===== config.mk =====
export PLATFORM = sky130hd
export DESIGN_NAME = calendar_date_counter
export DESIGN_NICKNAME = d
export VERILOG_FILES = /design/src/hw/rtl/cdc_pkg.sv /design/src/hw/rtl/calendar_date_counter.sv /design/src/hw/rtl/cdc_ctrl.sv /design/src/hw/rtl/cdc_dpath.sv
export SDC_FILE = /design/constraint.sdc
export NUM_CORES = 1
export LEC_CHECK = 0
export BUFFER_PORTS_ARGS = -buffer_cell sky130_fd_sc_hd__buf_2
export CELL_PAD_IN_SITES_DETAIL_PLACEMENT = 1
export CELL_PAD_IN_SITES_GLOBAL_PLACEMENT = 1
export CORE_ASPECT_RATIO = 1.1
export CORE_MARGIN = 1.5
export CORE_UTILIZATION = 54
export CTS_CLUSTER_SIZE = 20
export DETAILED_ROUTE_END_ITERATION = 16
export GPL_ROUTABILITY_DRIVEN = 0
export GPL_TIMING_DRIVEN = 0
export PLACE_DENSITY_LB_ADDON = 0.1
export SYNTH_ARGS = -nofsm -noshare
export SYNTH_HDL_FRONTEND = slang
export SYNTH_SLANG_ARGS = --single-unit
export TNS_END_PERCENT = 100

===== constraint.sdc =====
create_clock -name clock -period 18.1 [get_ports clock]
set_clock_uncertainty 0.1 [all_clocks]
set_input_delay 0.905 -clock clock [delete_from_list [all_inputs] [get_ports clock]]
set_output_delay 0.905 -clock clock [all_outputs]
set_load 0.05 [all_outputs]

===== src/hw/rtl/cdc_pkg.sv =====
package cdc_pkg;

   localparam logic [13:0] YEAR_MAX   = 14'd9999;
   localparam int          DIFF_LIMIT = 65535;
   localparam logic [15:0] DIFF_CAP   = 16'((DIFF_LIMIT > 65535) ? 65535 : DIFF_LIMIT);

   localparam logic [1:0] KIND_LOAD = 2'd0;
   localparam logic [1:0] KIND_ADD  = 2'd1;
   localparam logic [1:0] KIND_DIFF = 2'd2;

   localparam logic [1:0] STAT_OK    = 2'd0;
   localparam logic [1:0] STAT_FIXED = 2'd1;
   localparam logic [1:0] STAT_LIMIT = 2'd2;
   localparam logic [1:0] STAT_SAT   = 2'd3;

   typedef struct packed {
      logic capture;
      logic fix;
      logic step;
      logic publish;
   } cdc_cmd_type;

   typedef struct packed {
      logic is_run;
      logic run_end;
   } cdc_stat_type;

   function automatic logic leap_year(input logic [13:0] y);
      logic [26:0] prod;
      logic [13:0] q;
      logic [13:0] r;
      logic        div25;
      prod  = 27'(y) * 27'd5243;
      q     = 14'(prod >> 17);
      r     = y - (14'(q << 4) + 14'(q << 3) + q);
      div25 = (r == 14'd0);
      return (y[1:0] == 2'd0) && (!div25 || (y[3:2] == 2'd0));
   endfunction

   function automatic logic [4:0] month_len(input logic [3:0] m, input logic leap);
      logic [4:0] len;
      unique case (m)
         4'd1, 4'd3, 4'd5, 4'd7, 4'd8, 4'd10, 4'd12: len = 5'd31;
         4'd4, 4'd6, 4'd9, 4'd11:                    len = 5'd30;
         4'd2:                                       len = leap ? 5'd29 : 5'd28;
         default:                                    len = 5'd0;
      endcase
      return len;
   endfunction

endpackage


===== src/hw/rtl/calendar_date_counter.sv =====
// channel | direction | handshake           | fields
// req     | in        | req_valid/req_stall | kind, day, month, year, count
// rsp     | out       | rsp_valid/rsp_stall | cur_day, cur_month, cur_year, days_between, status
//
// One item at a time: load and unused kinds pass from capture through the fix and
// done states to the result register; add (count days) and difference (days walked)
// also pass through the run state, one calendar day per cycle through the shared
// next-day step. Synchronous reset sets the date to 1 January of year 1. The result
// register holds under rsp_stall while the next item is already accepted.
module calendar_date_counter
   import cdc_pkg::*;
(
   input  logic        clock,
   input  logic        reset,
   input  logic        req_valid,
   output logic        req_stall,
   input  logic [1:0]  req_kind,
   input  logic [5:0]  req_day,
   input  logic [3:0]  req_month,
   input  logic [13:0] req_year,
   input  logic [15:0] req_count,
   output logic        rsp_valid,
   input  logic        rsp_stall,
   output logic [4:0]  rsp_cur_day,
   output logic [3:0]  rsp_cur_month,
   output logic [13:0] rsp_cur_year,
   output logic [15:0] rsp_days_between,
   output logic [1:0]  rsp_status
);

   cdc_cmd_type  cmd;
   cdc_stat_type stat;

   cdc_ctrl u_ctrl (
      .clock     (clock),
      .reset     (reset),
      .req_valid (req_valid),
      .req_stall (req_stall),
      .rsp_valid (rsp_valid),
      .rsp_stall (rsp_stall),
      .stat      (stat),
      .cmd       (cmd)
   );

   cdc_dpath u_dpath (
      .clock            (clock),
      .reset            (reset),
      .cmd              (cmd),
      .stat             (stat),
      .req_kind         (req_kind),
      .req_day          (req_day),
      .req_month        (req_month),
      .req_year         (req_year),
      .req_count        (req_count),
      .rsp_cur_day      (rsp_cur_day),
      .rsp_cur_month    (rsp_cur_month),
      .rsp_cur_year     (rsp_cur_year),
      .rsp_days_between (rsp_days_between),
      .rsp_status       (rsp_status)
   );

endmodule


===== src/hw/rtl/cdc_ctrl.sv =====
module cdc_ctrl
   import cdc_pkg::*;
(
   input  logic         clock,
   input  logic         reset,
   input  logic         req_valid,
   output logic         req_stall,
   output logic         rsp_valid,
   input  logic         rsp_stall,
   input  cdc_stat_type stat,
   output cdc_cmd_type  cmd
);

   localparam logic [1:0] S_IDLE = 2'd0;
   localparam logic [1:0] S_FIX  = 2'd1;
   localparam logic [1:0] S_RUN  = 2'd2;
   localparam logic [1:0] S_DONE = 2'd3;

   logic [1:0] state_ff, state_in;
   logic       rsp_valid_ff, rsp_valid_in;
   logic       out_free;

   assign out_free  = !rsp_valid_ff || !rsp_stall;
   assign req_stall = (state_ff != S_IDLE);
   assign rsp_valid = rsp_valid_ff;

   always_comb begin
      cmd.capture = (state_ff == S_IDLE) && req_valid;
      cmd.fix     = (state_ff == S_FIX);
      cmd.step    = (state_ff == S_RUN);
      cmd.publish = (state_ff == S_DONE) && out_free;
   end

   always_comb begin
      state_in = state_ff;
      unique case (state_ff)
         S_IDLE: if (req_valid) state_in = S_FIX;
         S_FIX:  state_in = stat.is_run ? S_RUN : S_DONE;
         S_RUN:  if (stat.run_end) state_in = S_DONE;
         S_DONE: if (out_free) state_in = S_IDLE;
         default: state_in = S_IDLE;
      endcase
   end

   always_comb begin
      if (cmd.publish) begin
         rsp_valid_in = 1'b1;
      end else begin
         rsp_valid_in = rsp_valid_ff && rsp_stall;
      end
   end

   always_ff @(posedge clock) begin
      if (reset) begin
         state_ff     <= S_IDLE;
         rsp_valid_ff <= 1'b0;
      end else begin
         state_ff     <= state_in;
         rsp_valid_ff <= rsp_valid_in;
      end
   end

endmodule


===== src/hw/rtl/cdc_dpath.sv =====
module cdc_dpath
   import cdc_pkg::*;
(
   input  logic         clock,
   input  logic         reset,
   input  cdc_cmd_type  cmd,
   output cdc_stat_type stat,
   input  logic [1:0]   req_kind,
   input  logic [5:0]   req_day,
   input  logic [3:0]   req_month,
   input  logic [13:0]  req_year,
   input  logic [15:0]  req_count,
   output logic [4:0]   rsp_cur_day,
   output logic [3:0]   rsp_cur_month,
   output logic [13:0]  rsp_cur_year,
   output logic [15:0]  rsp_days_between,
   output logic [1:0]   rsp_status
);

   logic [1:0]  kind_ff, kind_in;
   logic [5:0]  iday_ff, iday_in;
   logic [3:0]  imon_ff, imon_in;
   logic [13:0] iyear_ff, iyear_in;
   logic [15:0] cnt_ff, cnt_in;
   logic [1:0]  stat_ff, stat_in;
   logic [4:0]  sd_ff, sd_in;
   logic [3:0]  sm_ff, sm_in;
   logic [13:0] sy_ff, sy_in;
   logic [4:0]  wd_ff, wd_in;
   logic [3:0]  wm_ff, wm_in;
   logic [13:0] wy_ff, wy_in;
   logic [4:0]  od_ff, od_in;
   logic [3:0]  om_ff, om_in;
   logic [13:0] oy_ff, oy_in;
   logic [15:0] ob_ff, ob_in;
   logic [1:0]  os_ff, os_in;

   logic [5:0]  fd;
   logic [3:0]  fm;
   logic [13:0] fy;
   logic [1:0]  fst;
   logic [4:0]  flen;

   logic        is_add;
   logic [4:0]  cd, nd;
   logic [3:0]  cm, nm;
   logic [13:0] cy, ny;
   logic [4:0]  clen;
   logic        step_fail;
   logic        same;

   always_comb begin
      fy  = req_year;
      fst = STAT_OK;
      fy  = iyear_ff;
      fm  = imon_ff;
      fd  = iday_ff;
      if (iyear_ff == 14'd0) begin
         fy  = 14'd1;
         fst = STAT_FIXED;
      end
      if (fy > YEAR_MAX) begin
         fy  = YEAR_MAX;
         fst = STAT_SAT;
      end
      if ((imon_ff == 4'd0) || (imon_ff > 4'd12)) begin
         fm = 4'd1;
         fd = 6'd1;
         if (fst == STAT_OK) fst = STAT_FIXED;
      end
      flen = month_len(fm, leap_year(fy));
      if ((fd == 6'd0) || (fd > {1'b0, flen})) begin
         fd = 6'd1;
         if (fst == STAT_OK) fst = STAT_FIXED;
      end
   end

   assign is_add = (kind_ff == KIND_ADD);

   always_comb begin
      cd = is_add ? sd_ff : wd_ff;
      cm = is_add ? sm_ff : wm_ff;
      cy = is_add ? sy_ff : wy_ff;
      clen      = month_len(cm, leap_year(cy));
      step_fail = 1'b0;
      nd = cd;
      nm = cm;
      ny = cy;
      priority if (cd < clen) begin
         nd = cd + 5'd1;
      end else if (cm < 4'd12) begin
         nd = 5'd1;
         nm = cm + 4'd1;
      end else if (cy >= YEAR_MAX) begin
         step_fail = 1'b1;
      end else begin
         nd = 5'd1;
         nm = 4'd1;
         ny = cy + 14'd1;
      end
   end

   assign same = (wd_ff == sd_ff) && (wm_ff == sm_ff) && (wy_ff == sy_ff);

   always_comb begin
      stat.is_run = (kind_ff == KIND_ADD) || (kind_ff == KIND_DIFF);
      if (is_add) begin
         stat.run_end = (cnt_ff == 16'd0) || step_fail;
      end else begin
         stat.run_end = same || (cnt_ff >= DIFF_CAP) || step_fail;
      end
   end

   always_comb begin
      kind_in  = kind_ff;
      iday_in  = iday_ff;
      imon_in  = imon_ff;
      iyear_in = iyear_ff;
      cnt_in   = cnt_ff;
      stat_in  = stat_ff;
      sd_in    = sd_ff;
      sm_in    = sm_ff;
      sy_in    = sy_ff;
      wd_in    = wd_ff;
      wm_in    = wm_ff;
      wy_in    = wy_ff;
      if (cmd.capture) begin
         kind_in  = req_kind;
         iday_in  = req_day;
         imon_in  = req_month;
         iyear_in = req_year;
         cnt_in   = req_count;
      end
      if (cmd.fix) begin
         stat_in = STAT_OK;
         if (kind_ff == KIND_LOAD) begin
            stat_in = fst;
            sd_in   = fd[4:0];
            sm_in   = fm;
            sy_in   = fy;
         end
         if (kind_ff == KIND_DIFF) begin
            cnt_in = 16'd0;
            wd_in  = fd[4:0];
            wm_in  = fm;
            wy_in  = fy;
         end
      end
      if (cmd.step) begin
         if (is_add) begin
            if (cnt_ff != 16'd0) begin
               if (step_fail) begin
                  stat_in = STAT_SAT;
               end else begin
                  sd_in  = nd;
                  sm_in  = nm;
                  sy_in  = ny;
                  cnt_in = cnt_ff - 16'd1;
               end
            end
         end else if (!same) begin
            if ((cnt_ff >= DIFF_CAP) || step_fail) begin
               stat_in = STAT_LIMIT;
            end else begin
               wd_in  = nd;
               wm_in  = nm;
               wy_in  = ny;
               cnt_in = cnt_ff + 16'd1;
            end
         end
      end
   end

   always_comb begin
      od_in = od_ff;
      om_in = om_ff;
      oy_in = oy_ff;
      ob_in = ob_ff;
      os_in = os_ff;
      if (cmd.publish) begin
         od_in = sd_ff;
         om_in = sm_ff;
         oy_in = sy_ff;
         ob_in = (kind_ff == KIND_DIFF) ? cnt_ff : 16'd0;
         os_in = stat_ff;
      end
   end

   always_ff @(posedge clock) begin
      if (reset) begin
         sd_ff <= 5'd1;
         sm_ff <= 4'd1;
         sy_ff <= 14'd1;
      end else begin
         sd_ff <= sd_in;
         sm_ff <= sm_in;
         sy_ff <= sy_in;
      end
   end

   always_ff @(posedge clock) begin
      kind_ff  <= kind_in;
      iday_ff  <= iday_in;
      imon_ff  <= imon_in;
      iyear_ff <= iyear_in;
      cnt_ff   <= cnt_in;
      stat_ff  <= stat_in;
      wd_ff    <= wd_in;
      wm_ff    <= wm_in;
      wy_ff    <= wy_in;
      od_ff    <= od_in;
      om_ff    <= om_in;
      oy_ff    <= oy_in;
      ob_ff    <= ob_in;
      os_ff    <= os_in;
   end

   assign rsp_cur_day      = od_ff;
   assign rsp_cur_month    = om_ff;
   assign rsp_cur_year     = oy_ff;
   assign rsp_days_between = ob_ff;
   assign rsp_status       = os_ff;

endmodule


## Word-level counts from Yosys, hierarchy flattened

Cells that the tools add are included.

| word-level totals | value |
|---|---|
| output and inout bits | 43 |
| register bits after elaboration | 134 |
| logic and storage cells | 206 |
| bits of input ports | 46 |

| operators by class | value |
|---|---|
| $mul | 2 |
| reductions and logical operators | 42 |
| eq/ne operators | 35 |
| magnitude comparators | 7 |
| multiplexer cells | 90 |
| $add $sub $neg | 11 |

Operator list:

| cell | count |
|---|---|
| 14-bit 2-to-1 mux | 18 |
| 16-bit 2-to-1 mux | 9 |
| 5-bit 2-to-1 mux | 17 |
| 4-bit 2-to-1 mux | 17 |
| 14-bit by 13-bit multiplier with 27-bit output (second input constant) | 2 |
| 14-bit zero test | 3 |
| 4-bit == test (second input constant) | 10 |
| 4-bit by 3-bit == test with 1-bit output (second input constant) | 8 |
| 2-bit 2-to-1 mux | 16 |
| 5-bit one-hot mux with 3 select lines | 2 |
| 14-bit by 10-bit adder with 14-bit output | 2 |
| 14-bit by 13-bit adder with 14-bit output | 2 |
| 14-bit subtractor | 2 |
| 16-bit by 1-bit adder with 16-bit output (second input constant) | 1 |
| 4-bit by 2-bit == test with 1-bit output (second input constant) | 4 |
| 16-bit >= comparator (second input constant) | 1 |
| 16-bit zero test | 1 |
| 2-bit zero test | 8 |
| 16-bit nonzero test | 1 |
| 16-bit by 1-bit subtractor with 16-bit output (second input constant) | 1 |
| 14-bit by 1-bit adder with 14-bit output (second input constant) | 1 |
| 14-bit == test | 1 |
| 14-bit >= comparator (second input constant) | 1 |
| 14-bit > comparator (second input constant) | 1 |
| other kinds (25) | 58 |

## Longest topological paths before layout

Gate-level depths: netlist (run 1).

| logic depth | value |
|---|---|
| depth in word-level cells | 23 |
| gate-level depth with buffers | 54 |
| depth with buffers taken out | 52 |

## Cells and area by module

Synthesis (run 1) repeated with hierarchy kept, for this count alone.

| unflattened totals | value |
|---|---|
| cells, all modules | 1753 |
| area, all modules | 16550.9 µm² |

Modules (own cells, without submodules):

| module | seq. area each (µm²) | cells an instance | area each (µm²) | instances |
|---|---|---|---|---|
| cdc_dpath | 3293.2 | 1727 | 16290.6 | 1 |
| cdc_ctrl | 60.1 | 26 | 260.2 | 1 |

## Least setup slack after synthesis (run 1)

OpenSTA, ideal clock, no wires.

| timing | value |
|---|---|
| path kind | reg-to-reg |
| start point | reg u_dpath.kind_ff[1] |
| end point | reg u_dpath.sy_ff[1] |
| clock period less this slack | 10.910 ns |
| cell stages (with the launch flop) | 45 |
| arrival time | 10.680 ns |
| buffers on the path | 4 |
| setup slack | 7.190 ns |
| library setup time | 0.130 ns |
| path through | edfxtp_1 -> inv_1 -> ha_1 -> buf_2 -> buf_2 -> buf_1 -> mux2i_1 -> inv_1 -> ha_1 -> inv_1 -> fa_1 -> inv_1 -> fa_1 -> inv_1 -> fa_1 -> fa_1 -> inv_1 -> ha_1 -> [9 not listed] -> a21o_1 -> a21oi_1 -> xnor2_1 -> fa_1 -> fa_1 -> ha_1 -> inv_1 -> nor3_1 -> nor4b_1 -> o2111ai_1 -> a2111oi_0 -> nand3_1 -> a211o_1 -> a2111oi_4 -> a31oi_4 -> clkbuf_1 -> nor4_1 -> o32ai_1 |

| on the way | value |
|---|---|
| cells in the longest elaborated chain, start to end | 18 |
| elaborated cells between the ends (all ways) | 47 |
| those cells by class | 4 x add/sub; 1 x mul; 3 x order compare; 13 x eq/ne; 17 x mux; 9 x reduce/logical |

Ends and longest elaborated chain:

| what | RTL line | text |
|---|---|---|
| from (decl) | cdc_dpath.sv:20 | `logic [1:0] kind_ff, kind_in;` |
| from (signal assigned) | cdc_dpath.sv:202 | `kind_ff <= kind_in;` |
| 2-bit by 1-bit == test with 1-bit output | cdc_dpath.sv:78 | `assign is_add = (kind_ff == KIND_ADD);` |
| 14-bit 2-to-1 mux | cdc_dpath.sv:83 | `cy = is_add ? sy_ff : wy_ff;` |
| 14-bit by 13-bit multiplier with 27-bit output | cdc_pkg.sv:33 | `prod = 27'(y) * 27'd5243;` |
| 14-bit by 13-bit adder with 14-bit output | cdc_pkg.sv:35 | `r = y - (14'(q << 4) + 14'(q << 3) + q);` |
| 14-bit by 10-bit adder with 14-bit output | cdc_pkg.sv:35 |  |
| 14-bit subtractor | cdc_pkg.sv:35 |  |
| 14-bit zero test | cdc_pkg.sv:36 | `div25 = (r == 14'd0);` |
| 1-bit zero test | cdc_pkg.sv:37 | `return (y[1:0] == 2'd0) && (!div25 \|\| (y[3:2] == 2'd0));` |
| [2 not listed] | -- |  |
| 1-bit 2-to-1 mux | cdc_pkg.sv:45 | `4'd2: len = leap ? 5'd29 : 5'd28;` |
| 5-bit one-hot mux with 3 select lines | cdc_pkg.sv:42 | `unique case (m)` |
| 5-bit less-than comparator | cdc_dpath.sv:89 | `priority if (cd < clen) begin` |
| 14-bit 2-to-1 mux / 1-bit 2-to-1 mux (equally long branches) | cdc_dpath.sv:89 |  |
| 14-bit 2-to-1 mux | cdc_dpath.sv:152 | `if (step_fail) begin` |
| 14-bit 2-to-1 mux | cdc_dpath.sv:151 | `if (cnt_ff != 16'd0) begin` |
| 14-bit 2-to-1 mux | cdc_dpath.sv:150 | `if (is_add) begin` |
| 14-bit 2-to-1 mux (*) | cdc_dpath.sv:149 | `if (cmd.step) begin` |
| to (signal assigned) | cdc_dpath.sv:197 | `sy_ff <= sy_in;` |
| to (decl) | cdc_dpath.sv:28 | `logic [13:0] sy_ff, sy_in;` |

Mark *: on every way between the ends. The rest lies on a longest branch, timed or not.
A chain may end at the register's enable or synchronous reset.

## Worst setup path in the final report (run 1)

| timing | value |
|---|---|
| start point | reg u_dpath.kind_ff[1] |
| end point | reg u_dpath.sm_ff[3] |

| on the way | value |
|---|---|
| cells in the longest elaborated chain, start to end | 18 |
| elaborated cells between the ends (all ways) | 47 |
| those cells by class | 4 x add/sub; 1 x mul; 3 x order compare; 13 x eq/ne; 17 x mux; 9 x reduce/logical |

Ends and longest elaborated chain:

| what | RTL line | text |
|---|---|---|
| 2-bit by 1-bit == test with 1-bit output | cdc_dpath.sv:78 |  |
| 14-bit 2-to-1 mux | cdc_dpath.sv:83 |  |
| 14-bit by 13-bit multiplier with 27-bit output | cdc_pkg.sv:33 |  |
| 14-bit by 13-bit adder with 14-bit output | cdc_pkg.sv:35 |  |
| 14-bit by 10-bit adder with 14-bit output | cdc_pkg.sv:35 |  |
| 14-bit subtractor | cdc_pkg.sv:35 |  |
| 14-bit zero test | cdc_pkg.sv:36 |  |
| 1-bit zero test | cdc_pkg.sv:37 |  |
| [2 not listed] | -- |  |
| 1-bit 2-to-1 mux | cdc_pkg.sv:45 |  |
| 5-bit one-hot mux with 3 select lines | cdc_pkg.sv:42 |  |
| 5-bit less-than comparator | cdc_dpath.sv:89 |  |
| 4-bit 2-to-1 mux / 1-bit 2-to-1 mux (equally long branches) | cdc_dpath.sv:89 |  |
| 4-bit 2-to-1 mux | cdc_dpath.sv:152 |  |
| 4-bit 2-to-1 mux | cdc_dpath.sv:151 |  |
| 4-bit 2-to-1 mux | cdc_dpath.sv:150 |  |
| 4-bit 2-to-1 mux (*) | cdc_dpath.sv:149 |  |
| to (signal assigned) | cdc_dpath.sv:196 | `sm_ff <= sm_in;` |
| to (decl) | cdc_dpath.sv:27 | `logic [3:0] sm_ff, sm_in;` |

Marked as above.

==> key figures, run 1 <==
Run status
  • Run status: completed

Worst setup path
  • RR Startpoint: u_dpath.kind_ff[1]
  • Critical path class: reg2reg
  • Critical Path RT: 18.34 ns
  • Worst setup SP type: register
  • Most used cell, CP: fa_1
  • CP top delay family: adder cells
  • R2R depth: 43
  • Worst path depth: 43
  • Slowest cell on the critical path: buf_1
  • Max stage delay on crit path: 0.70 ns
  • Worst reg2reg endpoint: u_dpath.sm_ff[3]
  • CP Data Arrival Time: 13.67 ns
  • Worst Setup SP: u_dpath.kind_ff[1]
  • Crit Path Max Fanout: 10
  • Critical Path End Type: register
  • Crit path capture: u_dpath.sm_ff[3]
  • WP buf/inv: 9
  • R2R Setup Slk: 4.67 ns

Global routing
  • Largest net degree at the start of global routing: 36
  • Total grt overflow: 0
  • Initial antenna violation count: 1
  • First-pass GRT wire length: 83130 um
  • Vias in the first global route: 15589
  • Total GRT Usage: 0.3402

Hold path
  • Hold Crit Start: u_dpath.stat_ff[1]
  • Worst min path class: reg2reg

Yosys
  • Ys Warns: 0
  • Mapped Cells: 1809
  • Async SR Flop Fraction: 0
  • Leading area contributor after synthesis: ha_1
  • Mean Syn Cell Area: 9.203 um2
  • Post-synthesis sequential area ratio: 0.2014
  • Yosys top cell area share: 0.2074
  • Post-synth EDFFs: 67
  • Ys flop type: edfxtp_1
  • Post-synth cell types: 78
  • Flops & latches, synth: 134
  • Top post-synthesis cells by area: ha_1, fa_1, edfxtp_1
  • Synthesized area: 16650 um2

Floorplanning
  • Die ar.: 31890 um2
  • IO Pins: 89
  • Initial Utilization: 0.5471
  • Die Height: 187.2 um
  • Core area: 30430 um2
  • Row cnt: 67
  • Chip width: 170.4 um

Clocking
  • Num CTS Buffers: 17
  • # hold bufs at CTS: 0
  • H-Tree Depth: 4
  • Resized cells post-CTS: 0
  • CTS tree: yes
  • Number of setup buffers added after CTS: 0
  • Clk_lat worst skew: 0.44 ns
  • Clk sink count: 134
  • Clock tree buffer depth: 2
  • Clock root buffer: clkbuf_16
  • CTS clk-pin slew, worst paths: 0.07 ns

Finish
  • Antenna diode count: 0
  • Share of cells above drive strength 1: 0.08126
  • Storage element area: 3353 um2
  • Commonest non-fill, non-tap cells in the layout: inv_1, ha_1, nand2_1, fa_1, buf_2
  • Nets@finish: 2390
  • Synth-to-Final Area Change: 9.590%
  • Fillers: 3536
  • Multi-input logic area: 12020 um2
  • Commonest non-fill, non-tap cell in the layout: inv_1

Timing
  • Final hold violations: 0
  • Fin. max-slew vios: 0
  • Post-route setup slack: 4.674 ns
  • Max Fclk: 74.48 MHz
  • Final setup fails: 0
  • Final critical-path share of the clock period: 0.7418
  • Unrepaired setup endpoints after global routing: no
  • Max_slew headroom: 0.2404
  • Final setup TNS: 0 ns
  • Worst Tran Pin Value: 1.108 ns
  • Min Tclk post-route: 13.43 ns

Detailed routing
  • WL/cell: 22.46 um
  • Starting DRT DRC Count: 885
  • Remaining DRCs: 0
  • Drt pass-1 iters: 5
  • DR vias/cell: 5.927
  • Routed wire length: 52680 um
  • Routed vias: 13905
  • Post-route ant nets: 0

Flow run
  • # Max-Cap Violations: 0

Place
  • DPL Wire Length: 42750 um
  • DP Worst Slack: 4.824 ns
  • Number of I/O port buffers: 88
stage by stage:
stage                     hold slack (ns)  utilization  std cells  instance area (um2)
after floorplan                    0.3082            -       1811                16660
after global placement             0.3160       0.5788       2313                17610
after detailed placement           0.3284       0.5799       2314                17650
after CTS                          0.3446       0.5996       2346                18250
after global routing               0.3485       0.5996       2346                18250
final                              0.3445       0.5996       2346                18250
synth_stat cells, types with 21 or more instances:
cell	n
o21ai_0	59
xnor2_1	71
fa_1	149
nor2_1	89
xor2_1	45
clkbuf_1	49
a211oi_1	23
mux2i_1	21
a21oi_1	74
nand3_1	43
and2_1	28
dfxtp_1	67
ha_1	276
inv_1	282
o21ai_1	24
nand2_1	157
edfxtp_1	67
nor3_1	24
worst min-delay path by stage:
stage	end	slack, ns	cells past startpoint
2_1_floorplan	u_dpath.rsp_status[0]	0.31	0
3_3_place_gp	u_dpath.rsp_status[1]	0.32	0
3_5_place_dp	u_dpath.rsp_status[1]	0.33	0
4_1_cts	u_dpath.rsp_status[1]	0.34	0
5_1_grt	u_dpath.rsp_status[1]	0.35	0
6_report	u_dpath.rsp_status[1]	0.34	0
worst register-to-register path: cells and delay by family, from the launching register on:
kind	cells	cell delay (ns)
AO/OA/AOI/OAI	17	4.08
flip-flops	1	0.39
AND/OR/NAND/NOR	5	1.33
XOR/XNOR	1	0.19
multiplexers	1	0.67
buffers and inverters	9	2.41
adder cells (fa/ha/maj)	10	4.16
logic make-up (layout without fill, tap and decap cells):
| group | count (synthesis) | after routing | share of synthesized area |
|---|---|---|---|
| other cells | 1 | 3 | 0.0002252 |
| flops | 134 | 134 | 0.2014 |
| simple gates | 445 | 445 | 0.1302 |
| buf+inv | 342 | 463 | 0.07778 |
| fa+ha+maj | 425 | 425 | 0.3866 |
| xor+xnor | 116 | 116 | 0.06103 |
| compound gates | 317 | 317 | 0.1247 |
| mux | 29 | 29 | 0.01804 |
area by class of cell:
| type | instances | share of cell area |
|---|---|---|
| Inverter | 283 | 0.05822 |
| Multi-Input combinational cell | 1335 | 0.6588 |
| Timing Repair Buffer | 89 | 0.02524 |
| Tap cell | 414 | 0.02839 |
| Buffer | 59 | 0.01282 |
| Sequential cell | 134 | 0.1838 |
| Clock buffer | 19 | 0.02544 |
| Clock inverter | 13 | 0.007338 |
per-layer routing:
metal | part of all wire | track usage | wire, um | up-vias
met5 | 0.00023 | 0 | 12 | -
met4 | 0.052 | 0.1749 | 2742 | 2
met3 | 0.041 | 0.04020 | 2165 | 153
met2 | 0.52 | 0.6274 | 27510 | 412
met1 | 0.38 | 0.3812 | 20250 | 6986
li1 | - | - | - | 6352
flip-flops by register name (all words and copies together), names as in the netlist:
signal and cells:
u_dpath.wm_ff 4, u_dpath.rsp_cur_year 14, u_dpath.rsp_cur_day 5, u_dpath.wd_ff 5
u_dpath.stat_ff 2, u_dpath.iyear_ff 14, u_ctrl.state_ff 2, u_dpath.imon_ff 4
u_dpath.iday_ff 6, u_dpath.kind_ff 2, u_dpath.sd_ff 5, u_dpath.rsp_status 2
u_ctrl.rsp_valid 1, u_dpath.cnt_ff 16, u_dpath.rsp_cur_month 4, u_dpath.wy_ff 14
u_dpath.sm_ff 4, u_dpath.rsp_days_between 16, u_dpath.sy_ff 14
Power of run 1 is not shown: default switching activity piles up to over one toggle a cycle in this logic, so the estimate is an artifact.
==> run 2: changes to the inputs <==
Settings changed: CORE_UTILIZATION 54 to 45.
Clock period 18.1 ns to 11.7 ns, I/O delays scaled along.
==> key figures, run 2 (synthesis gave the netlist of run 1 again) <==
Global routing
  • Total GRT Usage: 0.2768 (-0.06337)
  • Initial antenna violation count: 1 (unchanged)
  • First-pass GRT wire length: 82120 um (-1.2%)
  • Largest net degree at the start of global routing: 36 (unchanged)
  • Total grt overflow: 0 (unchanged)
  • Vias in the first global route: 14828 (-4.9%)

Run status
  • Run status: completed

Timing
  • Max_slew headroom: 0.3793 (+0.1389)
  • Final hold slack: 0.2287 ns (-0.1159 ns)
  • Fin. max-slew vios: 0 (unchanged)
  • Final hold violations: 0 (unchanged)
  • Final critical-path share of the clock period: 0.9539 (+0.2121)
  • Worst Tran Pin Value: 0.9311 ns (-0.1766 ns)
  • Max Fclk: 89.60 MHz (+20%)
  • Post-route setup slack: 0.5398 ns (-4.135 ns)
  • Min Tclk post-route: 11.16 ns (-2.265 ns)
  • Final setup fails: 0 (unchanged)

Finish
  • Commonest non-fill, non-tap cells in the layout: ha_1, inv_1, nand2_1, fa_1, buf_2
  • Nets@finish: 2430 (+1.7%)
  • Share of cells above drive strength 1: 0.1400 (+0.05870)
  • Antenna diode count: 0 (unchanged)
  • Commonest non-fill, non-tap cell in the layout: ha_1
  • Fillers: 4227 (+20%)
  • Synth-to-Final Area Change: 15.51%
  • Storage element area: 3353 um2 (unchanged)
  • Multi-input logic area: 12490 um2 (+4.0%)

Floorplanning
  • IO Pins: 89 (unchanged)
  • Initial Utilization: 0.4591 (-0.08797)
  • Row cnt: 73 (+9.0%)
  • Die ar.: 38160 um2 (+20%)
  • Die Height: 204.7 um (+9.4%)
  • Chip width: 186.4 um (+9.4%)
  • Core area: 36260 um2 (+19%)

Place
  • Number of I/O port buffers: 88 (unchanged)
  • DPL Wire Length: 41610 um (-2.7%)
  • DP Worst Slack: -1.448 ns (-6.272 ns)

Clocking
  • Clk sink count: 134 (unchanged)
  • # hold bufs at CTS: 0 (unchanged)
  • Clock root buffer: clkbuf_16
  • CTS clk-pin slew, worst paths: 0.07 ns (about the same)
  • H-Tree Depth: 4 (unchanged)
  • Clk_lat worst skew: 0.43 ns (about the same)
  • Num CTS Buffers: 17 (unchanged)
  • CTS tree: yes
  • Clock tree buffer depth: 2 (unchanged)

Worst setup path
  • Max stage delay on crit path: 0.53 ns (-0.17 ns)
  • Slowest cell on the critical path: fa_1
  • Crit Path Max Fanout: 10 (unchanged)
  • Worst path depth: 46 (+7.0%)
  • R2R Setup Slk: 0.54 ns (-4.13 ns)
  • Critical Path End Type: register
  • CP top delay family: adder cells
  • Worst reg2reg endpoint: u_dpath.sy_ff[8]
  • Worst setup SP type: register
  • Critical Path RT: 11.93 ns (-6.41 ns)
  • Critical path class: reg2reg
  • Worst Setup SP: u_dpath.kind_ff[1]
  • RR Startpoint: u_dpath.kind_ff[1]
  • CP Data Arrival Time: 11.39 ns (-2.28 ns)
  • Crit path capture: u_dpath.sy_ff[8]
  • WP buf/inv: 12 (+3)
  • R2R depth: 46 (+7.0%)

Flow run
  • # Max-Cap Violations: 0 (unchanged)

Detailed routing
  • WL/cell: 21.31 um (-5.1%)
  • Remaining DRCs: 0 (unchanged)
  • Routed vias: 13742 (-1.2%)
  • Starting DRT DRC Count: 809 (-8.6%)
  • Routed wire length: 52390 um (-0.55%)
  • Post-route ant nets: 0 (unchanged)
  • Drt pass-1 iters: 7 (+2)
  • DR vias/cell: 5.588 (-5.7%)

Hold path
  • Worst min path class: in2reg
## run 2: cell count changes in the layout (fill, tap and decap cells not counted), moves of 6 or more
cell | previous run | this run
mux2i_1 | 21 | 7
inv_2 | 0 | 6
buf_4 | 0 | 42
clkbuf_1 | 49 | 43
inv_1 | 282 | 268
mux2i_4 | 0 | 11
a21oi_1 | 74 | 68
nor2_1 | 89 | 81
nor2_4 | 0 | 6
## run 2: stage by stage
step | TNS (ns) | area (um2) | std cells | utilization
floorplan | 0 | 16660 | 1811 | -
global placement | -47.87 | 17710 | 2386 | 0.4883
detailed placement | -55.26 | 17770 | 2388 | 0.4901
CTS | 0 | 18690 | 2431 | 0.5153
global route | -0.08798 | 19230 | 2459 | 0.5303
finish | 0 | 19230 | 2459 | 0.5303
## run 2: worst min path at each step
stage | start | to | slack, ns | cells past startpoint
6_report | req_year[8] | u_dpath.iyear_ff[8] | 0.23 | 1
3_3_place_gp | u_dpath.stat_ff[1] | u_dpath.rsp_status[1] | 0.32 | 0
2_1_floorplan | u_dpath.stat_ff[0] | u_dpath.rsp_status[0] | 0.31 | 0
3_5_place_dp | u_dpath.stat_ff[1] | u_dpath.rsp_status[1] | 0.32 | 0
5_1_grt | req_year[5] | u_dpath.iyear_ff[5] | 0.22 | 1
4_1_cts | req_month[0] | u_dpath.imon_ff[0] | 0.22 | 1
## run 2: repair_timing
item | in CTS | in global routing
setup endpoints to repair | 47 | 47
pin swaps | 1 | 13
resized for setup | 64 | 73
buffers inserted | 11 | 32
hold endpoints to repair | 0 | 0
## run 2: cell type report
| type | count | share of cell area |
|---|---|---|
| Timing Repair Buffer | 133 | 0.04301 |
| Buffer | 55 | 0.01470 |
| Inverter | 283 | 0.05667 |
| Tap cell | 487 | 0.03169 |
| Clock buffer | 19 | 0.02414 |
| Multi-Input combinational cell | 1335 | 0.6497 |
| Sequential cell | 134 | 0.1744 |
| Clock inverter | 13 | 0.005725 |
## run 2: metal layers
layer / GRT usage / part of all wire / vias to the layer above / routed length (um)
met5: 0 / 0.00023 / - / 12
met2: 0.5228 / 0.52 / 288 / 27300
met1: 0.3320 / 0.41 / 6936 / 21730
li1: - / - / 6443 / -
met3: 0.02655 / 0.036 / 73 / 1883
met4: 0.08043 / 0.028 / 2 / 1467
## run 2: worst reg2reg max path: cells and delay by family (launching register included)
kind	cells	cell delay, ns
multiplexers	1	0.38
buffers and inverters	12	1.52
XOR/XNOR	1	0.15
AND/OR/NAND/NOR	6	1.18
AO/OA/AOI/OAI	16	3.51
flip-flops	1	0.39
adder cells (fa/ha/maj)	10	3.84
Power of run 2 is left out for the same reason.
==> run 3: changes to the inputs <==
--- a/config.mk
+++ b/config.mk
@@ -7,14 +7,12 @@
 export LEC_CHECK = 0
 export BUFFER_PORTS_ARGS = -buffer_cell sky130_fd_sc_hd__buf_2
-export CELL_PAD_IN_SITES_DETAIL_PLACEMENT = 1
-export CELL_PAD_IN_SITES_GLOBAL_PLACEMENT = 1
 export CORE_ASPECT_RATIO = 1.1
 export CORE_MARGIN = 1.5
-export CORE_UTILIZATION = 45
+export CORE_UTILIZATION = 54
 export CTS_CLUSTER_SIZE = 20
 export DETAILED_ROUTE_END_ITERATION = 16
 export GPL_ROUTABILITY_DRIVEN = 0
 export GPL_TIMING_DRIVEN = 0
-export PLACE_DENSITY_LB_ADDON = 0.1
+export PLACE_DENSITY = 0.72
 export SYNTH_ARGS = -nofsm -noshare
 export SYNTH_HDL_FRONTEND = slang
==> constraint.sdc (replaced) <==
create_clock -name clock -period 11.6 [get_ports clock]
set_clock_uncertainty 0.1 [all_clocks]
set_input_delay 3.48 -clock clock [delete_from_list [all_inputs] [get_ports clock]]
set_output_delay 3.48 -clock clock [all_outputs]
set_load 0.05 [all_outputs]
==> key figures, run 3 (synthesis gave the netlist of run 1 again) <==
Run status
  • Run status: completed

Finish
  • Final Util: 0.6201 (+0.08973)
  • Commonest non-fill, non-tap cells in the layout: ha_1, inv_1, nand2_1, fa_1, buf_2
  • Fillers: 2519 (-40%)
  • Share of cells above drive strength 1: 0.1242 (-0.01579)
  • Nets@finish: 2415 (-0.62%)
  • Commonest non-fill, non-tap cell in the layout: ha_1
  • Synth-to-Final Area Change: 13.34%

Floorplanning
  • Die Height: 187.2 um (-8.6%)
  • Chip width: 170.4 um (-8.6%)
  • Core area: 30430 um2 (-16%)
  • Die ar.: 31890 um2 (-16%)
  • IO Pins: 89 (unchanged)
  • Initial Utilization: 0.5471 (+0.08797)
  • Row cnt: 67 (-8.2%)

Worst setup path
  • Worst reg2reg endpoint: u_dpath.sy_ff[3]
  • Slowest cell on the critical path: fa_1
  • R2R depth: 43 (-6.5%)
  • RR Startpoint: u_dpath.kind_ff[1]
  • Critical Path RT: 11.88 ns (-0.05 ns)
  • CP Data Arrival Time: 11.41 ns (+0.02 ns)
  • Worst setup SP type: register
  • Crit Path Max Fanout: 10 (unchanged)
  • Max stage delay on crit path: 0.55 ns (+0.02 ns)
  • R2R Setup Slk: 0.47 ns (-0.07 ns)
  • Most used cell, CP: fa_1
  • Critical path class: reg2reg
  • Critical Path End Type: register

Detailed routing
  • Remaining DRCs: 0 (unchanged)
  • Post-route ant nets: 0 (unchanged)
  • Starting DRT DRC Count: 1192 (+47%)
  • Routed wire length: 44870 um (-14%)
  • DR vias/cell: 5.803 (+3.8%)
  • Drt pass-1 iters: 6 (-1)
  • Routed vias: 13764 (+0.16%)
  • WL/cell: 18.92 um (-11%)

Clocking
  • Clk sink count: 134 (unchanged)
  • CTS tree: yes
  • Num CTS Buffers: 17 (unchanged)
  • Clk_lat worst skew: 0.44 ns (about the same)
  • Clock tree buffer depth: 2 (unchanged)
  • H-Tree Depth: 4 (unchanged)
  • # hold bufs at CTS: 0 (unchanged)
  • Clock root buffer: clkbuf_16
  • CTS clk-pin slew, worst paths: 0.07 ns (about the same)

Global routing
  • First-pass GRT wire length: 71840 um (-13%)
  • Total GRT Usage: 0.2880 (+0.01117)
  • Initial antenna violation count: 1 (unchanged)
  • Vias in the first global route: 13838 (-6.7%)
  • Largest net degree at the start of global routing: 36 (unchanged)
  • Total grt overflow: 0 (unchanged)

Timing
  • Max Fclk: 89.85 MHz (+0.27%)
  • Worst Tran Pin Value: 0.9383 ns (+0.007248 ns)
  • Final setup fails: 0 (unchanged)
  • Final critical-path share of the clock period: 0.9595 (+0.005638)
  • Final hold violations: 0 (unchanged)
  • Max_slew headroom: 0.3745 (-0.004832)
  • Min Tclk post-route: 11.13 ns (-0.02999 ns)
  • Fin. max-slew vios: 0 (unchanged)

Hold path
  • Worst Hold Depth: 0 (-1)
  • Hold Crit Start: u_dpath.stat_ff[0]
  • Hold endpoint: u_dpath.rsp_status[0]
  • Worst min path class: reg2reg

Place
  • DPL Wire Length: 35430 um (-15%)
  • Number of I/O port buffers: 88 (unchanged)

Flow run
  • # Max-Cap Violations: 0 (unchanged)
-- run 3: metal layers --
metal  part of all wire  GRT usage
met2               0.48     0.4790
met3              0.064    0.04020
met4              0.046     0.1304
met5                  0          0
met1               0.41     0.3714
-- run 3: timing repair --
action	in CTS	in global routing
pin swaps	3	7
gates cloned	0	0
hold endpoints to repair	0	0
setup endpoints to repair	47	47
setup buffers	6	22
resized for setup	55	47
-- run 3: worst max-delay path by stage --
| stage | slack, ns | endpoint | startpoint |
|---|---|---|---|
| final | 0.47 | u_dpath.sy_ff[3] | u_dpath.kind_ff[1] |
| after global routing | -0.09 | u_dpath.sy_ff[1] | u_dpath.kind_ff[1] |
| after CTS | 0.001 | u_dpath.sd_ff[4] | u_dpath.iyear_ff[7] |
| after detailed placement | -1.19 | u_dpath.sy_ff[1] | u_dpath.kind_ff[1] |
| after global placement | -1.09 | u_dpath.sy_ff[1] | u_dpath.kind_ff[1] |
| after floorplan | 0.69 | u_dpath.sy_ff[1] | u_dpath.kind_ff[1] |
-- run 3: worst max-delay path, delay by kind of cell, from the launching register on --
family	cells	cell delay, ns
adders and majority gates	10	4.22
AOI/OAI and AO/OA	16	3.26
and+or+nand+nor	6	1.33
buffers and inverters	9	1.18
DFF	1	0.42
muxes	1	0.32
xor gates and xnor gates	1	0.20
-- run 3: per-stage QoR --
stage / setup TNS [ns] / hold WS [ns] / std cells / cell area [um2] / worst slack (ns)
global route: -0.2766 / 0.3487 / 2371 / 18870 / -0.09494
detailed placement: -46.92 / 0.3168 / 2314 / 17650 / -1.189
finish: 0 / 0.3360 / 2372 / 18870 / 0.4698
floorplan: 0 / 0.3082 / 1811 / 16660 / 0.6897
global placement: -42.37 / 0.3164 / 2313 / 17610 / -1.088
CTS: 0 / 0.3379 / 2352 / 18540 / 0.001441
-- run 3: cell type report --
cell class	count	area, um2	share of cell area
Antenna cell	1	2.502	0.0001326
Buffer	56	269.0	0.01426
Clock buffer	19	452.9	0.02400
Clock inverter	13	185.2	0.009814
Inverter	283	1084	0.05742
Multi-Input combinational cell	1335	12330	0.6537
Sequential cell	134	3353	0.1777
Tap cell	414	518.0	0.02745
Timing Repair Buffer	117	670.6	0.03554
Power of run 3 is left out for the same reason.
